### src/rtl/core/tfwm_pkg.sv
package tfwm_pkg;

    // Filter store capacity and derived widths
    localparam int FILT_DEPTH = 64;
    localparam int FILT_AW    = $clog2(FILT_DEPTH);
    localparam int CNT_W      = FILT_AW + 1;

    // Request commands
    localparam logic [1:0] CMD_CLEAR  = 2'd0;
    localparam logic [1:0] CMD_APPEND = 2'd1;
    localparam logic [1:0] CMD_TOPIC  = 2'd2;
    localparam logic [1:0] CMD_END    = 2'd3;

    // Verdict codes
    localparam logic [1:0] V_UNDECIDED = 2'd0;
    localparam logic [1:0] V_MATCH     = 2'd1;
    localparam logic [1:0] V_NOMATCH   = 2'd2;

    // Special characters
    localparam logic [7:0] CH_PLUS  = 8'h2B;
    localparam logic [7:0] CH_HASH  = 8'h23;
    localparam logic [7:0] CH_SLASH = 8'h2F;

    typedef struct packed {
        logic [1:0] cmd;
        logic [7:0] data_byte;
    } t_in_req;

    typedef struct packed {
        logic matched;
        logic filter_overflow;
    } t_out_res;

    // Controller to datapath
    typedef struct packed {
        logic clear;
        logic append;
        logic topic_start;
        logic eval;
        logic finish;
    } t_dp_cmd;

    // Datapath to controller
    typedef struct packed {
        logic start_go;
        logic eval_more;
        logic out_free;
    } t_dp_stat;

endpackage

### src/rtl/core/tfwm_ctrl.sv
module tfwm_ctrl (
    input  logic                i_clk,
    input  logic                i_rst_n,
    input  logic                i_in_valid,
    input  logic [1:0]          i_cmd,
    input  tfwm_pkg::t_dp_stat  i_stat,
    output logic                o_in_ready,
    output tfwm_pkg::t_dp_cmd   o_dp_cmd
);

    localparam logic [1:0] S_IDLE = 2'd0;
    localparam logic [1:0] S_EVAL = 2'd1;
    localparam logic [1:0] S_FIN  = 2'd2;

    logic [1:0] r_state;
    logic [1:0] n_state;
    logic       in_fire;

    assign o_in_ready = (r_state == S_IDLE);
    assign in_fire    = i_in_valid && o_in_ready;

    always_comb begin
        n_state  = r_state;
        o_dp_cmd = '0;
        case (r_state)
            S_IDLE: begin
                if (in_fire) begin
                    case (i_cmd)
                        tfwm_pkg::CMD_CLEAR: begin
                            o_dp_cmd.clear = 1'b1;
                        end
                        tfwm_pkg::CMD_APPEND: begin
                            o_dp_cmd.append = 1'b1;
                        end
                        tfwm_pkg::CMD_TOPIC: begin
                            o_dp_cmd.topic_start = 1'b1;
                            if (i_stat.start_go) begin
                                n_state = S_EVAL;
                            end
                        end
                        default: begin
                            // hold the result until the output slot frees up
                            if (i_stat.out_free) begin
                                o_dp_cmd.finish = 1'b1;
                            end else begin
                                n_state = S_FIN;
                            end
                        end
                    endcase
                end
            end
            S_EVAL: begin
                o_dp_cmd.eval = 1'b1;
                if (!i_stat.eval_more) begin
                    n_state = S_IDLE;
                end
            end
            S_FIN: begin
                if (i_stat.out_free) begin
                    o_dp_cmd.finish = 1'b1;
                    n_state         = S_IDLE;
                end
            end
            default: begin
                n_state = S_IDLE;
            end
        endcase
    end

    always_ff @(posedge i_clk) begin
        if (!i_rst_n) begin
            r_state <= S_IDLE;
        end else begin
            r_state <= n_state;
        end
    end

endmodule

### src/rtl/core/tfwm_dpath.sv
module tfwm_dpath (
    input  logic                i_clk,
    input  logic                i_rst_n,
    input  logic [7:0]          i_data_byte,
    input  tfwm_pkg::t_dp_cmd   i_dp_cmd,
    output tfwm_pkg::t_dp_stat  o_stat,
    output logic                o_out_valid,
    input  logic                i_out_ready,
    output tfwm_pkg::t_out_res  o_out_data
);

    localparam int AW = tfwm_pkg::FILT_AW;
    localparam int CW = tfwm_pkg::CNT_W;

    logic [7:0]    r_mem [tfwm_pkg::FILT_DEPTH];
    logic [7:0]    r_rdata;
    logic [7:0]    r_byte;
    logic [7:0]    r_last0;   // second to last stored filter byte
    logic [7:0]    r_last1;   // last stored filter byte
    logic [CW-1:0] r_len;
    logic [CW-1:0] n_len;
    logic [CW-1:0] r_pos;
    logic [CW-1:0] n_pos;
    logic          r_skip;
    logic          n_skip;
    logic [1:0]    r_verdict;
    logic [1:0]    n_verdict;
    logic          r_ovf;
    logic          n_ovf;
    logic          r_out_valid;
    logic          n_out_valid;
    logic [CW-1:0] pos_inc;
    logic          has_room;
    logic          do_write;
    logic          fin_match;
    logic          start_go;

    assign pos_inc  = r_pos + CW'(1);
    assign has_room = (r_len < CW'(tfwm_pkg::FILT_DEPTH));
    assign do_write = i_dp_cmd.append && has_room;

    assign start_go = (r_verdict == tfwm_pkg::V_UNDECIDED)
                   && (!r_skip || (i_data_byte == tfwm_pkg::CH_SLASH))
                   && (r_pos < r_len);

    assign o_stat.start_go  = start_go;
    assign o_stat.eval_more = (r_rdata == tfwm_pkg::CH_PLUS)
                           && (r_byte == tfwm_pkg::CH_SLASH)
                           && (pos_inc < r_len);
    assign o_stat.out_free  = !r_out_valid || i_out_ready;

    always_comb begin
        fin_match = 1'b0;
        if (r_verdict == tfwm_pkg::V_MATCH) begin
            fin_match = 1'b1;
        end else if (r_verdict == tfwm_pkg::V_UNDECIDED) begin
            if (r_pos == r_len) begin
                fin_match = 1'b1;
            end else if (r_len >= CW'(2)) begin
                fin_match = (pos_inc < r_len)
                         && (r_last0 == tfwm_pkg::CH_SLASH)
                         && (r_last1 == tfwm_pkg::CH_HASH);
            end
        end
    end

    always_comb begin
        n_len       = r_len;
        n_pos       = r_pos;
        n_skip      = r_skip;
        n_verdict   = r_verdict;
        n_ovf       = r_ovf;
        n_out_valid = r_out_valid;
        if (r_out_valid && i_out_ready) begin
            n_out_valid = 1'b0;
        end
        if (i_dp_cmd.clear) begin
            n_len     = '0;
            n_ovf     = 1'b0;
            n_pos     = '0;
            n_skip    = 1'b0;
            n_verdict = tfwm_pkg::V_UNDECIDED;
        end
        if (i_dp_cmd.append) begin
            if (has_room) begin
                n_len = r_len + CW'(1);
            end else begin
                n_ovf = 1'b1;
            end
        end
        if (i_dp_cmd.topic_start) begin
            if (r_verdict == tfwm_pkg::V_UNDECIDED
                && (!r_skip || (i_data_byte == tfwm_pkg::CH_SLASH))) begin
                n_skip = 1'b0;
                if (r_pos >= r_len) begin
                    n_verdict = tfwm_pkg::V_NOMATCH;
                end
            end
        end
        if (i_dp_cmd.eval) begin
            if (r_rdata == tfwm_pkg::CH_PLUS) begin
                n_pos = pos_inc;
                if (r_byte != tfwm_pkg::CH_SLASH) begin
                    n_skip = 1'b1;
                end else if (pos_inc >= r_len) begin
                    n_verdict = tfwm_pkg::V_NOMATCH;
                end
            end else if (r_rdata == tfwm_pkg::CH_HASH) begin
                n_verdict = tfwm_pkg::V_MATCH;
            end else if (r_rdata != r_byte) begin
                n_verdict = tfwm_pkg::V_NOMATCH;
            end else begin
                n_pos = pos_inc;
            end
        end
        if (i_dp_cmd.finish) begin
            n_out_valid = 1'b1;
            n_pos       = '0;
            n_skip      = 1'b0;
            n_verdict   = tfwm_pkg::V_UNDECIDED;
        end
    end

    always_ff @(posedge i_clk) begin
        if (!i_rst_n) begin
            r_len       <= '0;
            r_pos       <= '0;
            r_skip      <= 1'b0;
            r_verdict   <= tfwm_pkg::V_UNDECIDED;
            r_ovf       <= 1'b0;
            r_out_valid <= 1'b0;
        end else begin
            r_len       <= n_len;
            r_pos       <= n_pos;
            r_skip      <= n_skip;
            r_verdict   <= n_verdict;
            r_ovf       <= n_ovf;
            r_out_valid <= n_out_valid;
        end
    end

    // Filter store: one write port, one registered read port tracking the next position
    always_ff @(posedge i_clk) begin
        if (do_write) begin
            r_mem[r_len[AW-1:0]] <= i_data_byte;
        end
        r_rdata <= r_mem[n_pos[AW-1:0]];
    end

    always_ff @(posedge i_clk) begin
        if (i_dp_cmd.topic_start) begin
            r_byte <= i_data_byte;
        end
        if (do_write) begin
            r_last0 <= r_last1;
            r_last1 <= i_data_byte;
        end
        if (i_dp_cmd.finish) begin
            o_out_data.matched         <= fin_match;
            o_out_data.filter_overflow <= r_ovf;
        end
    end

    assign o_out_valid = r_out_valid;

endmodule

### src/rtl/core/topic_filter_wildcard_match_unit.sv
// Channel | Signals                              | Payload
// --------+--------------------------------------+------------------------------
// request | i_in_valid / o_in_ready / i_in_data  | cmd, data_byte
// result  | o_out_valid / i_out_ready / o_out_data | matched, filter_overflow
//
// Clear, append and unstalled end-of-topic requests, and a topic byte that is ignored
// (verdict decided, level being skipped, filter used up), complete in the idle state. Any
// other topic byte enters an evaluate state, repeated per '+' that a '/' steps over before
// its compare, as every filter byte comes from the store's one registered read port.
// i_rst_n is synchronous and active low; the filter store itself is not cleared.
// A result sits in an output register; an end-of-topic request stalls until it is taken.
module topic_filter_wildcard_match_unit (
    input  logic                i_clk,
    input  logic                i_rst_n,
    input  logic                i_in_valid,
    output logic                o_in_ready,
    input  tfwm_pkg::t_in_req   i_in_data,
    output logic                o_out_valid,
    input  logic                i_out_ready,
    output tfwm_pkg::t_out_res  o_out_data
);

    tfwm_pkg::t_dp_cmd  dp_cmd;
    tfwm_pkg::t_dp_stat dp_stat;

    tfwm_ctrl u_ctrl (
        .i_clk      (i_clk),
        .i_rst_n    (i_rst_n),
        .i_in_valid (i_in_valid),
        .i_cmd      (i_in_data.cmd),
        .i_stat     (dp_stat),
        .o_in_ready (o_in_ready),
        .o_dp_cmd   (dp_cmd)
    );

    tfwm_dpath u_dpath (
        .i_clk       (i_clk),
        .i_rst_n     (i_rst_n),
        .i_data_byte (i_in_data.data_byte),
        .i_dp_cmd    (dp_cmd),
        .o_stat      (dp_stat),
        .o_out_valid (o_out_valid),
        .i_out_ready (i_out_ready),
        .o_out_data  (o_out_data)
    );

endmodule

### config.mk
export PLATFORM = sky130hd
export DESIGN_NAME = topic_filter_wildcard_match_unit
export DESIGN_NICKNAME = d
export VERILOG_FILES = /design/src/rtl/core/tfwm_pkg.sv /design/src/rtl/core/tfwm_ctrl.sv /design/src/rtl/core/tfwm_dpath.sv /design/src/rtl/core/topic_filter_wildcard_match_unit.sv
export SDC_FILE = /design/constraint.sdc
export NUM_CORES = 1
export LEC_CHECK = 0
export ABC_AREA = 1
export BUFFER_PORTS_ARGS = -buffer_cell sky130_fd_sc_hd__buf_4
export CAP_MARGIN = 10
export CORE_MARGIN = 1.5
export CORE_UTILIZATION = 38
export CTS_BUF_LIST = sky130_fd_sc_hd__clkbuf_16
export DETAILED_ROUTE_END_ITERATION = 6
export SETUP_SLACK_MARGIN = 0.4
export SLEW_MARGIN = 20
export SYNTH_ARGS = -nofsm -noshare
export SYNTH_HDL_FRONTEND = slang
export SYNTH_SLANG_ARGS = --single-unit
### constraint.sdc
create_clock -name i_clk -period 5.51 [get_ports i_clk]
set_input_delay 0.551 -clock i_clk [delete_from_list [all_inputs] [get_ports i_clk]]
set_output_delay 0.551 -clock i_clk [all_outputs]
set_load 0.005 [all_outputs]
==> qor.yml <==
finish:
  multi_input_area_sq_mm: 0.00647
  drive_above_1_share_pct: 5.93
  post-route-util_pct: 42.6
  antenna_cells: 0
  fill_cells: 6349
  nNetsFinal: 2458
  seqCellArea_sq_mm: 0.0167
  area_growth_pct: 10.5
synthesis:
  ys_top_cells_by_count: "579 x nand3_1, 538 x edfxtp_1, 444 x inv_1"
  postSynthCellCount: 2447
  synth_top_cell_area_share_pct: 63.4
  synth.area.top_cells: "edfxtp_1 63%, nand3_1 11%, inv_1 6.5%"
  ys.warnings.count: 0
  avgSynthCellArea_sq_um: 10.4
  synth_area_sq_mm: 0.0255
  ys_seq_elements: 567
  synth_cell_types: 35
  yosysSeqAreaShare_pct: 65.7
  dominantRegCellSynth: "edfxtp_1"
  synth_most_common_cell: "nand3_1"
  synth_nets: 2477
  synth_edf_count: 538
  synth_area_leader_cell: "edfxtp_1"
  ys_async_sr_fraction_pct: 0
global_route:
  grt_max_degree: 177
  grt_pass1_wl_mm: 103
  antenna_found_initial: 0
  overflow: 0
  grt.total_usage_pct: 20.0
  grt_pass1_vias: 17100
sta:
  fmax_mhz: 261
  grt_setup_unrepaired: "no"
  fin_setup_tns_ns: 0
  maxSlewHeadroom_pct: 25.4
  timing.final.crit_share_pct: 69.6
  slew_viol_final: 0
  min_period_ns: 3.83
  max_slew.worst_pin.slew_ns: 1.12
  final-hold-violation-count: 0
  finClkSkew_ns: 0.0247
  setup_viol: 0
clocking:
  clk_path_buf_depth: 3
  cts_setup_buffers: 0
  insertion_delay_ns: 0.63
  clockRootBuffer: "clkbuf_16"
  numCtsBuffers: 60
  ctsHoldBuffers: 0
  cts_max_level: 2
  clk_pin_slew_ns: 0.06
  cts_tree: "yes"
  cts.repair.resized: 0
  cts.sinks: 567
drt:
  dr.first_iter.drc_count: 1826
  wl_mm: 67.3
  vias: 17400
  drcViolationCount: 0
  dr.pass1.iters: 6
  wl_per_cell_microns: 20.1
  ant_nets: 0
  via_per_inst: 5.21
worst_setup_path:
  reg2regPathDepth: 9
  reg2reg_slack_ns: 1.68
  start_kind: "flop"
  worst-setup-path-type: "flop to flop"
  endpoint_kind: "flop"
  worstSetupStartpoint: "u_ctrl.r_state[0]$_SDFFE_PN0P_"
  worstReg2RegEnd: "u_dpath.r_mem[5][0]$_DFFE_PP_"
  arrival_ns: 4.08
  critical_path.max_fanout: 18
  critical_path.endpoint: "u_dpath.r_mem[5][0]$_DFFE_PP_"
  rr_startpoint: "u_ctrl.r_state[0]$_SDFFE_PN0P_"
  critPathRequiredTime_ns: 5.76
placed_design:
  port_buffers: 17
  hpwl_mm: 39.8
  place_congestion: 0.913
status:
  status: "complete, no violations"
floorplanning:
  rows: 94
  io_pins: 18
  start_util_pct: 38.6
  die_area_sq_mm: 0.0686
  die-height_microns: 262
  die_w_microns: 262
  core_sq_mm: 0.0661
power:
  p_leak_nw: 11.4
  total_power_mw: 8.57
  ir_worst_vdd_mv: 0.252
  p_per_area_mw_per_mm2: 304
hold_path:
  hold_path_class: "input pin to flop"
  hp-start: "i_in_data[0]"
job:
  drv_cap: 0
[layer usage]
layer	vias up	track usage, %	wire length [microns]
met5	-	0	0
met4	0	7.11	2130
met3	120	2.44	3870
met2	606	33.0	32000
met1	8524	27.2	29300
li1	8157	-	-
[report_power, final]
group	switching, mW	leakage [nW]	internal [mW]
sequential	0.00768	5.08	4.73
clock	1.64	0.953	2.03
combinational	0.131	5.36	0.0265
[cell type report]
class,count,area share [%]
clock buffer,61,5.42
multi-input combinational,1300,23.0
sequential,567,59.4
clock inverter,51,0.871
inverter,454,6.06
tap,864,3.84
timing repair buffer,45,1.38
[state kept, by name, summed over array words and instances, names as in the netlist, 2 cells and up]
signal / cells
u_dpath.r_len: 7
u_dpath.r_rdata: 8
u_dpath.r_byte: 8
u_ctrl.r_state: 2
u_dpath.r_last0: 8
u_dpath.r_last1: 8
u_dpath.o_out_data: 2
u_dpath.r_pos: 7
u_dpath.r_mem: 512
u_dpath.r_verdict: 2
[stage by stage]
| step | area (sq um) | setup WS (ns) | hold WS, ns | cells |
|---|---|---|---|---|
| 6_report | 28200 | 1.68 | 0.160 | 3342 |
| 5_1_grt | 28200 | 1.39 | 0.142 | 3342 |
| 4_1_cts | 28200 | 1.65 | 0.126 | 3342 |
| 3_5_place_dp | 26400 | 1.40 | 0.428 | 3230 |
| 3_3_place_gp | 26400 | 1.45 | 0.421 | 3230 |
| 2_1_floorplan | 25500 | 2.53 | 0.409 | 2447 |
[how the worst min path moves through the flow]
stage / cells past startpoint / to
6_report: 1 / u_dpath.r_last1[0]$_DFFE_PP_
5_1_grt: 1 / u_dpath.r_last1[0]$_DFFE_PP_
4_1_cts: 1 / u_dpath.r_last1[0]$_DFFE_PP_
3_5_place_dp: 0 / u_dpath.o_out_data[0]$_DFFE_PP_
3_3_place_gp: 0 / u_dpath.o_out_data[0]$_DFFE_PP_
2_1_floorplan: 0 / u_dpath.o_out_data[0]$_DFFE_PP_
[critical path: stages (launching register included)]
cell	delay, ns
dfxtp_1	0.32
inv_2	0.10
nand2_1	0.11
nor4_1	0.27
nand2_1	0.22
inv_1	0.53
nand2_1	0.15
inv_1	0.15
nand3_1	0.75
nor2_1	0.86
[cells by family (layout without fill, tap and decap cells)]
group	after synthesis	in the layout	share of synthesized area, %
AOI/OAI and AO/OA	38	38	0.957
xor gates and xnor gates	8	8	0.275
DFF	567	567	65.7
buffers and inverters	580	611	9.18
adders and majority gates	16	16	0.785
and+or+nand+nor	1238	1238	23.1
[cells in the final DEF (no fill, tap or decap), drive strengths merged]
| cell type | n |
|---|---|
| xnor2 | 4 |
| clkinvlp | 1 |
| a31oi | 3 |
| nor4 | 4 |
| inv | 476 |
| nand4 | 13 |
| edfxtp | 538 |
| dfxtp | 29 |
| nand2 | 423 |
| a21oi | 15 |
| buf | 45 |
| a32o | 2 |
| and3 | 1 |
| o21ai | 8 |
| nor2 | 96 |
| a22o | 2 |
| or2 | 1 |
| bufinv | 1 |
| xor2 | 4 |
| clkbuf | 61 |
| ha | 16 |
| nand3b | 115 |
| a221oi | 1 |
| clkinv | 27 |
| nand2b | 1 |
| nor3 | 3 |
| nand3 | 581 |
| a211oi | 7 |
No activity file was read; power rests on OpenSTA's default activity.
